==> src/sv/crpd_pkg.sv <==
package crpd_pkg;

	localparam int ADDR_BITS_DEF = 22;
	localparam int COORD_W = 13;
	localparam int PITCH_W = 14;
	localparam int BASE_W = 22;
	localparam int DST_W = 22;
	localparam int PIX_W = 8;
	localparam int REQ_W = 16;
	localparam int CFG_IDX_W = 2;
	localparam int CFG_DATA_W = 22;
	localparam int QUEUE_DEPTH = 4;

	localparam logic [CFG_IDX_W-1:0] REG_SRC_WIDTH = 2'd0;
	localparam logic [CFG_IDX_W-1:0] REG_CONTENT_HEIGHT = 2'd1;
	localparam logic [CFG_IDX_W-1:0] REG_DST_PITCH = 2'd2;
	localparam logic [CFG_IDX_W-1:0] REG_FRAME_BASE = 2'd3;

	localparam logic [COORD_W-1:0] SRC_WIDTH_RST = 13'd320;
	localparam logic [COORD_W-1:0] CONTENT_HEIGHT_RST = 13'd200;
	localparam logic [PITCH_W-1:0] DST_PITCH_RST = 14'd640;
	localparam logic [BASE_W-1:0] FRAME_BASE_RST = 22'd0;

	localparam logic REQ_RECT = 1'b0;
	localparam logic REQ_PIXEL = 1'b1;
	localparam logic KIND_STATUS = 1'b0;
	localparam logic KIND_WRITE = 1'b1;
	localparam logic STATUS_OK = 1'b0;
	localparam logic STATUS_EMPTY = 1'b1;

	typedef struct packed {
		logic [COORD_W-1:0] src_width;
		logic [COORD_W-1:0] content_height;
		logic [PITCH_W-1:0] dst_pitch;
		logic [BASE_W-1:0] frame_base;
	} crpd_cfg_t;

	typedef struct packed {
		logic is_pix;
		logic empty;
		logic [COORD_W-1:0] cw;
		logic [COORD_W-1:0] ch;
		logic [PIX_W-1:0] pixel;
	} crpd_cmd_t;

endpackage

==> src/sv/crpd_front.sv <==
module crpd_front #(
	parameter int ADDR_BITS = crpd_pkg::ADDR_BITS_DEF
) (
	input logic clk,
	input logic arst_n,
	input crpd_pkg::crpd_cfg_t cfg,
	input logic in_valid,
	output logic in_stall,
	input logic req_type,
	input logic signed [crpd_pkg::REQ_W-1:0] rect_x,
	input logic signed [crpd_pkg::REQ_W-1:0] rect_y,
	input logic signed [crpd_pkg::REQ_W-1:0] rect_w,
	input logic signed [crpd_pkg::REQ_W-1:0] rect_h,
	input logic [crpd_pkg::PIX_W-1:0] pixel_in,
	output logic push,
	output crpd_pkg::crpd_cmd_t push_cmd,
	output logic [ADDR_BITS-1:0] push_addr,
	input logic q_full
);
	import crpd_pkg::*;

	logic en;

	logic v_s1, v_s2, v_s3, v_s4;
	logic type_s1, type_s2, type_s3, type_s4;
	logic [PIX_W-1:0] pix_s1, pix_s2, pix_s3, pix_s4;

	logic signed [REQ_W-1:0] x_s1, y_s1, w_s1, h_s1;

	logic [REQ_W-2:0] x_s2, y_s2;
	logic signed [REQ_W:0] w_s2, h_s2;

	logic empty_s3, empty_s4;
	logic [COORD_W-1:0] ox_s3, oy_s3, cw_s3, ch_s3;
	logic [COORD_W-1:0] ox_s4, cw_s4, ch_s4;
	logic [COORD_W+PITCH_W-1:0] prod_s4;

	logic signed [REQ_W:0] w_adj, h_adj;
	logic [REQ_W-2:0] x_adj, y_adj;
	logic signed [REQ_W+1:0] ex, ey, wc, hc;
	logic empty_c;

	assign en = !v_s4 || !q_full;
	assign in_stall = !en;
	assign push = v_s4 && !q_full;

	// A negative origin moves to zero and shrinks the size by the same amount.
	always_comb begin
		if (x_s1[REQ_W-1]) begin
			w_adj = (REQ_W+1)'(w_s1) + (REQ_W+1)'(x_s1);
			x_adj = '0;
		end else begin
			w_adj = (REQ_W+1)'(w_s1);
			x_adj = x_s1[REQ_W-2:0];
		end
		if (y_s1[REQ_W-1]) begin
			h_adj = (REQ_W+1)'(h_s1) + (REQ_W+1)'(y_s1);
			y_adj = '0;
		end else begin
			h_adj = (REQ_W+1)'(h_s1);
			y_adj = y_s1[REQ_W-2:0];
		end
	end

	// Right and bottom clip against the surface bounds.
	always_comb begin
		ex = $signed({3'b000, x_s2}) + (REQ_W+2)'(w_s2);
		ey = $signed({3'b000, y_s2}) + (REQ_W+2)'(h_s2);
		if (ex > $signed({5'b00000, cfg.src_width})) begin
			wc = $signed({5'b00000, cfg.src_width}) - $signed({3'b000, x_s2});
		end else begin
			wc = (REQ_W+2)'(w_s2);
		end
		if (ey > $signed({5'b00000, cfg.content_height})) begin
			hc = $signed({5'b00000, cfg.content_height}) - $signed({3'b000, y_s2});
		end else begin
			hc = (REQ_W+2)'(h_s2);
		end
		empty_c = wc[REQ_W+1] || (wc == '0) || hc[REQ_W+1] || (hc == '0);
	end

	always_ff @(posedge clk or negedge arst_n) begin
		if (!arst_n) begin
			v_s1 <= 1'b0;
			v_s2 <= 1'b0;
			v_s3 <= 1'b0;
			v_s4 <= 1'b0;
		end else if (en) begin
			v_s1 <= in_valid;
			v_s2 <= v_s1;
			v_s3 <= v_s2;
			v_s4 <= v_s3;
		end
	end

	always_ff @(posedge clk) begin
		if (en) begin
			type_s1 <= req_type;
			pix_s1 <= pixel_in;
			x_s1 <= rect_x;
			y_s1 <= rect_y;
			w_s1 <= rect_w;
			h_s1 <= rect_h;

			type_s2 <= type_s1;
			pix_s2 <= pix_s1;
			x_s2 <= x_adj;
			y_s2 <= y_adj;
			w_s2 <= w_adj;
			h_s2 <= h_adj;

			type_s3 <= type_s2;
			pix_s3 <= pix_s2;
			empty_s3 <= empty_c;
			ox_s3 <= x_s2[COORD_W-1:0];
			oy_s3 <= y_s2[COORD_W-1:0];
			cw_s3 <= wc[COORD_W-1:0];
			ch_s3 <= hc[COORD_W-1:0];

			type_s4 <= type_s3;
			pix_s4 <= pix_s3;
			empty_s4 <= empty_s3;
			ox_s4 <= ox_s3;
			cw_s4 <= cw_s3;
			ch_s4 <= ch_s3;
			prod_s4 <= (COORD_W+PITCH_W)'(oy_s3) * (COORD_W+PITCH_W)'(cfg.dst_pitch);
		end
	end

	always_comb begin
		push_cmd.is_pix = (type_s4 == REQ_PIXEL);
		push_cmd.empty = empty_s4;
		push_cmd.cw = cw_s4;
		push_cmd.ch = ch_s4;
		push_cmd.pixel = pix_s4;
		push_addr = ADDR_BITS'(cfg.frame_base) + ADDR_BITS'({prod_s4, 1'b0})
			+ ADDR_BITS'({ox_s4, 1'b0});
	end

	a_rect_size_nonzero: assert property (@(posedge clk) disable iff (!arst_n)
		(v_s4 && type_s4 == REQ_RECT && !empty_s4) |-> (cw_s4 != '0 && ch_s4 != '0))
		else $error("non-empty rect with zero clipped size");

endmodule

==> src/sv/crpd_queue.sv <==
module crpd_queue #(
	parameter int WIDTH = 8,
	parameter int DEPTH = crpd_pkg::QUEUE_DEPTH
) (
	input logic clk,
	input logic arst_n,
	input logic push,
	input logic [WIDTH-1:0] wr_data,
	output logic full,
	input logic pop,
	output logic [WIDTH-1:0] rd_data,
	output logic empty
);
	import crpd_pkg::*;

	localparam int PW = (DEPTH > 1) ? $clog2(DEPTH) : 1;
	localparam int CNTW = $clog2(DEPTH + 1);

	logic [WIDTH-1:0] mem_q [DEPTH];
	logic [PW-1:0] wr_ptr_q, rd_ptr_q;
	logic [CNTW-1:0] count_q;

	assign full = (count_q == CNTW'(DEPTH));
	assign empty = (count_q == '0);
	assign rd_data = mem_q[rd_ptr_q];

	always_ff @(posedge clk or negedge arst_n) begin
		if (!arst_n) begin
			wr_ptr_q <= '0;
			rd_ptr_q <= '0;
			count_q <= '0;
		end else begin
			if (push) begin
				wr_ptr_q <= (wr_ptr_q == PW'(DEPTH - 1)) ? '0 : wr_ptr_q + 1'b1;
			end
			if (pop) begin
				rd_ptr_q <= (rd_ptr_q == PW'(DEPTH - 1)) ? '0 : rd_ptr_q + 1'b1;
			end
			if (push && !pop) begin
				count_q <= count_q + 1'b1;
			end else if (pop && !push) begin
				count_q <= count_q - 1'b1;
			end
		end
	end

	always_ff @(posedge clk) begin
		if (push) begin
			mem_q[wr_ptr_q] <= wr_data;
		end
	end

	a_count_bound: assert property (@(posedge clk) disable iff (!arst_n)
		count_q <= CNTW'(DEPTH))
		else $error("queue occupancy beyond depth");

endmodule

==> src/sv/crpd_back.sv <==
module crpd_back #(
	parameter int ADDR_BITS = crpd_pkg::ADDR_BITS_DEF
) (
	input logic clk,
	input logic arst_n,
	input logic [crpd_pkg::PITCH_W-1:0] dst_pitch,
	input logic q_empty,
	input crpd_pkg::crpd_cmd_t q_cmd,
	input logic [ADDR_BITS-1:0] q_addr,
	output logic pop,
	output logic out_valid,
	input logic out_stall,
	output logic kind,
	output logic status,
	output logic [crpd_pkg::COORD_W-1:0] clipped_w,
	output logic [crpd_pkg::COORD_W-1:0] clipped_h,
	output logic [crpd_pkg::DST_W-1:0] dst_addr,
	output logic [crpd_pkg::PIX_W-1:0] pixel_out,
	output logic last,
	output logic rect_done
);
	import crpd_pkg::*;

	typedef enum logic [3:0] {
		ST_IDLE = 4'b0001,
		ST_W1 = 4'b0010,
		ST_W2 = 4'b0100,
		ST_W3 = 4'b1000
	} crpd_state_t;

	crpd_state_t state_q;
	logic out_valid_q;
	logic active_q;
	logic [COORD_W-1:0] clip_w_q, clip_h_q, col_q, row_q;
	logic [ADDR_BITS-1:0] row_addr_q, cur_a_q;

	logic slot_free;
	logic [ADDR_BITS-1:0] pix_a, ph_addr;
	logic [COORD_W:0] col_inc, row_inc;
	logic row_end, rect_end;
	logic [PITCH_W:0] off;

	assign out_valid = out_valid_q;
	assign slot_free = !out_valid_q || !out_stall;
	assign pop = slot_free && (state_q == ST_IDLE) && !q_empty;

	assign pix_a = row_addr_q + ADDR_BITS'({col_q, 1'b0});
	assign col_inc = {1'b0, col_q} + 1'b1;
	assign row_inc = {1'b0, row_q} + 1'b1;
	assign row_end = (col_inc >= {1'b0, clip_w_q});
	assign rect_end = row_end && (row_inc >= {1'b0, clip_h_q});
	assign ph_addr = cur_a_q + ADDR_BITS'(off);

	// The 2x2 block is written left, right, then the same pair one row down.
	always_comb begin
		case (state_q)
			ST_W1: off = (PITCH_W+1)'(1);
			ST_W2: off = {1'b0, dst_pitch};
			ST_W3: off = {1'b0, dst_pitch} + 1'b1;
			default: off = '0;
		endcase
	end

	always_ff @(posedge clk or negedge arst_n) begin
		if (!arst_n) begin
			state_q <= ST_IDLE;
			out_valid_q <= 1'b0;
			active_q <= 1'b0;
			clip_w_q <= '0;
			clip_h_q <= '0;
			col_q <= '0;
			row_q <= '0;
			row_addr_q <= '0;
		end else if (slot_free) begin
			case (state_q)
				ST_IDLE: begin
					if (q_empty) begin
						out_valid_q <= 1'b0;
					end else if (!q_cmd.is_pix) begin
						out_valid_q <= 1'b1;
						active_q <= !q_cmd.empty;
						clip_w_q <= q_cmd.cw;
						clip_h_q <= q_cmd.ch;
						col_q <= '0;
						row_q <= '0;
						row_addr_q <= q_addr;
					end else if (active_q) begin
						out_valid_q <= 1'b1;
						state_q <= ST_W1;
						if (row_end) begin
							col_q <= '0;
							row_q <= row_inc[COORD_W-1:0];
							row_addr_q <= row_addr_q + ADDR_BITS'({dst_pitch, 1'b0});
							if (rect_end) begin
								active_q <= 1'b0;
							end
						end else begin
							col_q <= col_inc[COORD_W-1:0];
						end
					end else begin
						out_valid_q <= 1'b0;
					end
				end
				ST_W1: begin
					out_valid_q <= 1'b1;
					state_q <= ST_W2;
				end
				ST_W2: begin
					out_valid_q <= 1'b1;
					state_q <= ST_W3;
				end
				ST_W3: begin
					out_valid_q <= 1'b1;
					state_q <= ST_IDLE;
				end
				default: begin
					out_valid_q <= 1'b0;
					state_q <= ST_IDLE;
				end
			endcase
		end
	end

	always_ff @(posedge clk) begin
		if (slot_free) begin
			if (state_q == ST_IDLE) begin
				if (!q_empty && !q_cmd.is_pix) begin
					kind <= KIND_STATUS;
					status <= q_cmd.empty ? STATUS_EMPTY : STATUS_OK;
					clipped_w <= q_cmd.empty ? '0 : q_cmd.cw;
					clipped_h <= q_cmd.empty ? '0 : q_cmd.ch;
					dst_addr <= '0;
					pixel_out <= '0;
					last <= 1'b1;
					rect_done <= 1'b0;
				end else if (!q_empty && active_q) begin
					kind <= KIND_WRITE;
					status <= STATUS_OK;
					clipped_w <= clip_w_q;
					clipped_h <= clip_h_q;
					dst_addr <= DST_W'(pix_a);
					pixel_out <= q_cmd.pixel;
					last <= 1'b0;
					rect_done <= rect_end;
					cur_a_q <= pix_a;
				end
			end else begin
				dst_addr <= DST_W'(ph_addr);
				last <= (state_q == ST_W3);
			end
		end
	end

	a_busy_has_word: assert property (@(posedge clk) disable iff (!arst_n)
		(state_q != ST_IDLE) |-> out_valid_q)
		else $error("write sequence running with empty output register");

	a_position_in_rect: assert property (@(posedge clk) disable iff (!arst_n)
		active_q |-> (row_q < clip_h_q && col_q < clip_w_q))
		else $error("raster position outside the clipped rect");

endmodule

==> src/sv/clipped_rect_pixel_doubler_unit.sv <==
// The write sequencer issues one result per cycle while out_stall is low: a pixel inside
// an active rect gives four write results (the 2x2 block) and a rect command one status result.
// The front end accepts one word per cycle unless its last stage holds a word and the
// four-entry queue is full.
// Reset is asynchronous and active low; it empties the pipeline, the queue and the
// sequencer and loads the default configuration registers.
module clipped_rect_pixel_doubler_unit #(
	parameter int ADDR_BITS = crpd_pkg::ADDR_BITS_DEF
) (
	input logic clk,
	input logic arst_n,
	input logic cfg_we,
	input logic [crpd_pkg::CFG_IDX_W-1:0] cfg_index,
	input logic [crpd_pkg::CFG_DATA_W-1:0] cfg_data,
	input logic in_valid,
	output logic in_stall,
	input logic req_type,
	input logic signed [crpd_pkg::REQ_W-1:0] rect_x,
	input logic signed [crpd_pkg::REQ_W-1:0] rect_y,
	input logic signed [crpd_pkg::REQ_W-1:0] rect_w,
	input logic signed [crpd_pkg::REQ_W-1:0] rect_h,
	input logic [crpd_pkg::PIX_W-1:0] pixel_in,
	output logic out_valid,
	input logic out_stall,
	output logic kind,
	output logic status,
	output logic [crpd_pkg::COORD_W-1:0] clipped_w,
	output logic [crpd_pkg::COORD_W-1:0] clipped_h,
	output logic [crpd_pkg::DST_W-1:0] dst_addr,
	output logic [crpd_pkg::PIX_W-1:0] pixel_out,
	output logic last,
	output logic rect_done
);
	import crpd_pkg::*;

	localparam int CMD_W = $bits(crpd_cmd_t);
	localparam int QW = ADDR_BITS + CMD_W;

	crpd_cfg_t cfg_q;

	logic push, q_full, q_empty, pop;
	crpd_cmd_t push_cmd, q_cmd;
	logic [ADDR_BITS-1:0] push_addr, q_addr;
	logic [QW-1:0] q_rd;

	always_ff @(posedge clk or negedge arst_n) begin
		if (!arst_n) begin
			cfg_q.src_width <= SRC_WIDTH_RST;
			cfg_q.content_height <= CONTENT_HEIGHT_RST;
			cfg_q.dst_pitch <= DST_PITCH_RST;
			cfg_q.frame_base <= FRAME_BASE_RST;
		end else if (cfg_we) begin
			case (cfg_index)
				REG_SRC_WIDTH: cfg_q.src_width <= cfg_data[COORD_W-1:0];
				REG_CONTENT_HEIGHT: cfg_q.content_height <= cfg_data[COORD_W-1:0];
				REG_DST_PITCH: cfg_q.dst_pitch <= cfg_data[PITCH_W-1:0];
				REG_FRAME_BASE: cfg_q.frame_base <= cfg_data[BASE_W-1:0];
				default: begin
				end
			endcase
		end
	end

	crpd_front #(
		.ADDR_BITS(ADDR_BITS)
	) u_front (
		.clk(clk),
		.arst_n(arst_n),
		.cfg(cfg_q),
		.in_valid(in_valid),
		.in_stall(in_stall),
		.req_type(req_type),
		.rect_x(rect_x),
		.rect_y(rect_y),
		.rect_w(rect_w),
		.rect_h(rect_h),
		.pixel_in(pixel_in),
		.push(push),
		.push_cmd(push_cmd),
		.push_addr(push_addr),
		.q_full(q_full)
	);

	crpd_queue #(
		.WIDTH(QW),
		.DEPTH(QUEUE_DEPTH)
	) u_queue (
		.clk(clk),
		.arst_n(arst_n),
		.push(push),
		.wr_data({push_addr, push_cmd}),
		.full(q_full),
		.pop(pop),
		.rd_data(q_rd),
		.empty(q_empty)
	);

	assign q_addr = q_rd[QW-1 -: ADDR_BITS];
	assign q_cmd = crpd_cmd_t'(q_rd[CMD_W-1:0]);

	crpd_back #(
		.ADDR_BITS(ADDR_BITS)
	) u_back (
		.clk(clk),
		.arst_n(arst_n),
		.dst_pitch(cfg_q.dst_pitch),
		.q_empty(q_empty),
		.q_cmd(q_cmd),
		.q_addr(q_addr),
		.pop(pop),
		.out_valid(out_valid),
		.out_stall(out_stall),
		.kind(kind),
		.status(status),
		.clipped_w(clipped_w),
		.clipped_h(clipped_h),
		.dst_addr(dst_addr),
		.pixel_out(pixel_out),
		.last(last),
		.rect_done(rect_done)
	);

endmodule

==> config.mk <==
export PLATFORM = sky130hd
export DESIGN_NAME = clipped_rect_pixel_doubler_unit
export DESIGN_NICKNAME = d
export VERILOG_FILES = /design/src/sv/crpd_pkg.sv /design/src/sv/crpd_front.sv /design/src/sv/crpd_queue.sv /design/src/sv/crpd_back.sv /design/src/sv/clipped_rect_pixel_doubler_unit.sv
export SDC_FILE = /design/constraint.sdc
export NUM_CORES = 2
export LEC_CHECK = 0
export BUFFER_PORTS_ARGS = -buffer_cell sky130_fd_sc_hd__buf_2
export CORE_UTILIZATION = 36
export CTS_BUF_LIST = sky130_fd_sc_hd__clkbuf_8
export DETAILED_ROUTE_END_ITERATION = 10
export GPL_ROUTABILITY_DRIVEN = 0
export HOLD_SLACK_MARGIN = 0.03
export PLACE_DENSITY_LB_ADDON = 0.05
export SLEW_MARGIN = 20
export SYNTH_ARGS = -nofsm -noshare
export SYNTH_HDL_FRONTEND = slang
export SYNTH_HIERARCHICAL = 1
export SYNTH_SLANG_ARGS = --single-unit
export TNS_END_PERCENT = 30
==> constraint.sdc <==
create_clock -name clk -period 14.2 [get_ports clk]
set_clock_uncertainty 0.15 [all_clocks]
set_input_delay 2.84 -clock clk [delete_from_list [all_inputs] [get_ports clk]]
set_output_delay 2.84 -clock clk [all_outputs]
set_load 0.01 [all_outputs]
==> results.cfg <==
[floorplanning]
io_pins = 164
start_util = 0.364
rows = 124
coreArea_um2 = 115000
die_y_um = 343
die_area_um2 = 117000
die_w_um = 343

[final_layout]
layout.nets = 4086
drive_gt1_frac = 0.170
fin_cells = 5203
utilization = 0.410
area_delta_synth_final_pct = 12.4
design_area_um2 = 47000

[drt]
drtIter0Drc = 1756
ant_nets = 0
wl_per_cell_um = 21.2
vias_per_cell = 5.18
via_count = 26900
wl_met1_mm = 51.1
firstDrtPassIters = 8
drc = 28
wl_met2_mm = 51.3
routed.top_layer = met4
routed_wirelength_mm = 110
dr_wl_met3_mm = 4.57

[place]
io_buffers = 163
place_hpwl_mm = 80.1
dpl_cell_area_um2 = 44200
dp.cells = 4946

[setup_path]
r2r-end = u_front/prod_s4[20]$_DFFE_PN_
rr_startpoint = cfg_q[28]$_DFFE_PN0P_
cp.arrival_ns = 6.37
reg2regPathDepth = 19
max_stage_delay_ns = 0.90
path_max_fanout = 18
path_buf_inv = 4
crit_type = flip-flop to flip-flop
crit_family = adder cells
critPathMostFrequentCell = fa_1
cp.required_ns = 14.62
critPathLaunchType = flip-flop
path_cells = nand2_1, fa_1, inv_1, fa_1, fa_1, inv_1, fa_1, fa_1, inv_1, ha_1, inv_1, o21bai_1, a211o_1, nand3_1, a31oi_1, nand4_1, nand3b_1, a21oi_1, xnor2_1
crit_slowest_cell = dfrtp_1
r2r_slack_ns = 8.25
endpoint_kind = flip-flop

[cts]
post_cts_buffers = 0
cts_buffer_depth = 3
cts_tree = yes
clk_pin_slew_ns = 0.06
cts_root_buffer = clkbuf_8
post_cts_resized = 0
cts_hold_buf = 0
cts_sinks = 745
cts.htree.levels = 4
cts_buffers = 139
clk_latency_ns = 0.84

[hold_path]
min_from = u_front/cw_s3[4]$_DFFE_PN_
holdPathStages = 0
hold_class = flip-flop to flip-flop
whs_endpoint = u_front/cw_s4[4]$_DFFE_PN_

[timing]
tns_ns = 0
drv_slew = 0
worst_pin_slew_ns = 1.13
rsz0062_at_grt = false
fin_crit_ns = 5.95
clock.fmax_ghz = 0.168
period_share = 0.419
setup_viol = 0
hold_viol_final = 0
slew_headroom = 0.239

[global_route]
grt_max_degree = 70
antenna_found_initial = 6
grt_pass1_wl_mm = 168
grt.overflow.total = 0
first_global_vias = 28100
grt_usage = 0.190

[synthesis]
netlist_instances = 3346
synthFlopType = edfxtp_1
yosys.area.top_type_share = 0.425
syn_area_um2 = 41800
synth_edf_count = 592
synth_largest_area_cell = edfxtp_1
async_flop_share = 0.205
netlist_top_cells_area = edfxtp_1 43%, dfrtp_1 8.7%, ha_1 8.0%, fa_1 6.9%, mux4_2 3.1%
yosysWarnings = 6
syn_area_per_cell_um2 = 12.5
synth_cell_type_count = 107
synth_most_common_cell = edfxtp_1
synth.net_count = 3857
seq_area_frac_synth = 0.517
ys_ff_latch = 745
synth_common_cells = 592 x edfxtp_1, 279 x nand2_1, 268 x inv_1

[status]
violations = design-rule violations
status = complete, but fails checks

[flow_run]
cap_violations = 0
flip-flops by register name, indices dropped and copies added, names as in the netlist, 15 cells and up:
| name | flops |
|---|---|
| u_front/x_s1 | 16 |
| u_front/w_s2 | 17 |
| u_front/prod_s4 | 21 |
| u_queue/mem_q | 232 |
| u_back/dst_addr | 22 |
| u_back/row_addr_q | 22 |
| u_front/h_s2 | 17 |
| u_front/y_s2 | 15 |
| u_front/h_s1 | 16 |
| u_front/y_s1 | 16 |
| cfg_q | 62 |
| u_back/cur_a_q | 22 |
| u_front/x_s2 | 15 |
| u_front/w_s1 | 16 |
worst max path at each step:
stage	endpoint	slack [ns]	start	cells after the start
floorplan	in_stall	3.94	u_queue/count_q[2]$_DFFE_PN0P_	3
CTS	u_front/prod_s4[20]$_DFFE_PN_	8.23	cfg_q[28]$_DFFE_PN0P_	19
global placement	u_front/prod_s4[19]$_DFFE_PN_	8.08	cfg_q[23]$_DFFE_PN0P_	14
detailed placement	u_front/prod_s4[20]$_DFFE_PN_	8.25	cfg_q[28]$_DFFE_PN0P_	19
global route	u_front/prod_s4[20]$_DFFE_PN_	7.91	cfg_q[24]$_DFFE_PN0P_	20
finish	u_front/prod_s4[20]$_DFFE_PN_	8.25	cfg_q[28]$_DFFE_PN0P_	19
routing by layer:
layer	GRT usage	up-vias
met5	0	-
met4	0.0711	0
met3	0.0299	179
met2	0.304	659
met1	0.260	13400
li1	-	12700
final cells by class:
type | instances | area [µm²]
diodes | 2 | 5.00
clock buffers | 157 | 2160
clock inverters | 98 | 604
fillers | 10700 | 67700
inverters | 271 | 1020
multi-input cells | 2226 | 18600
flip-flops and latches | 745 | 21600
well taps | 1512 | 1890
repair buffers | 192 | 1040
cell families after synthesis:
| logic type | Yosys count | synth area share |
|---|---|---|
| adders and majority gates | 409 | 0.148 |
| xor gates and xnor gates | 156 | 0.0327 |
| DFF | 745 | 0.517 |
| muxes | 183 | 0.0648 |
| and+or+nand+nor | 848 | 0.103 |
| AOI/OAI and AO/OA | 630 | 0.0961 |
| buffers and inverters | 375 | 0.0378 |
layout by cell type, fill, tap and decap left out, types with 58 or more instances in the layout:
master    instances
edfxtp_1        592
inv_1           306
nand2_1         278
ha_1            266
o21ai_0         205
buf_2           162
clkbuf_8        157
a21oi_1         145
dfrtp_1         143
fa_1            143
nor2_1          132
mux2_2          109
xnor2_1         108
and2_1           84
nand3_1          62
nor2b_1          58
mux4_2           58
metrics by stage:
| step | hold WS (ns) | setup WS [ns] |
|---|---|---|
| 4_1_cts | 0.231 | 8.23 |
| 3_5_place_dp | 0.255 | 8.25 |
| 3_3_place_gp | 0.252 | 8.08 |
| 5_1_grt | 0.236 | 7.91 |
| 2_1_floorplan | 0.250 | 3.94 |
| 6_report | 0.235 | 8.25 |
Power is left out: the tool's default activity adds up to more than one toggle a clock period on the data nets, which glitch-free logic cannot reach.
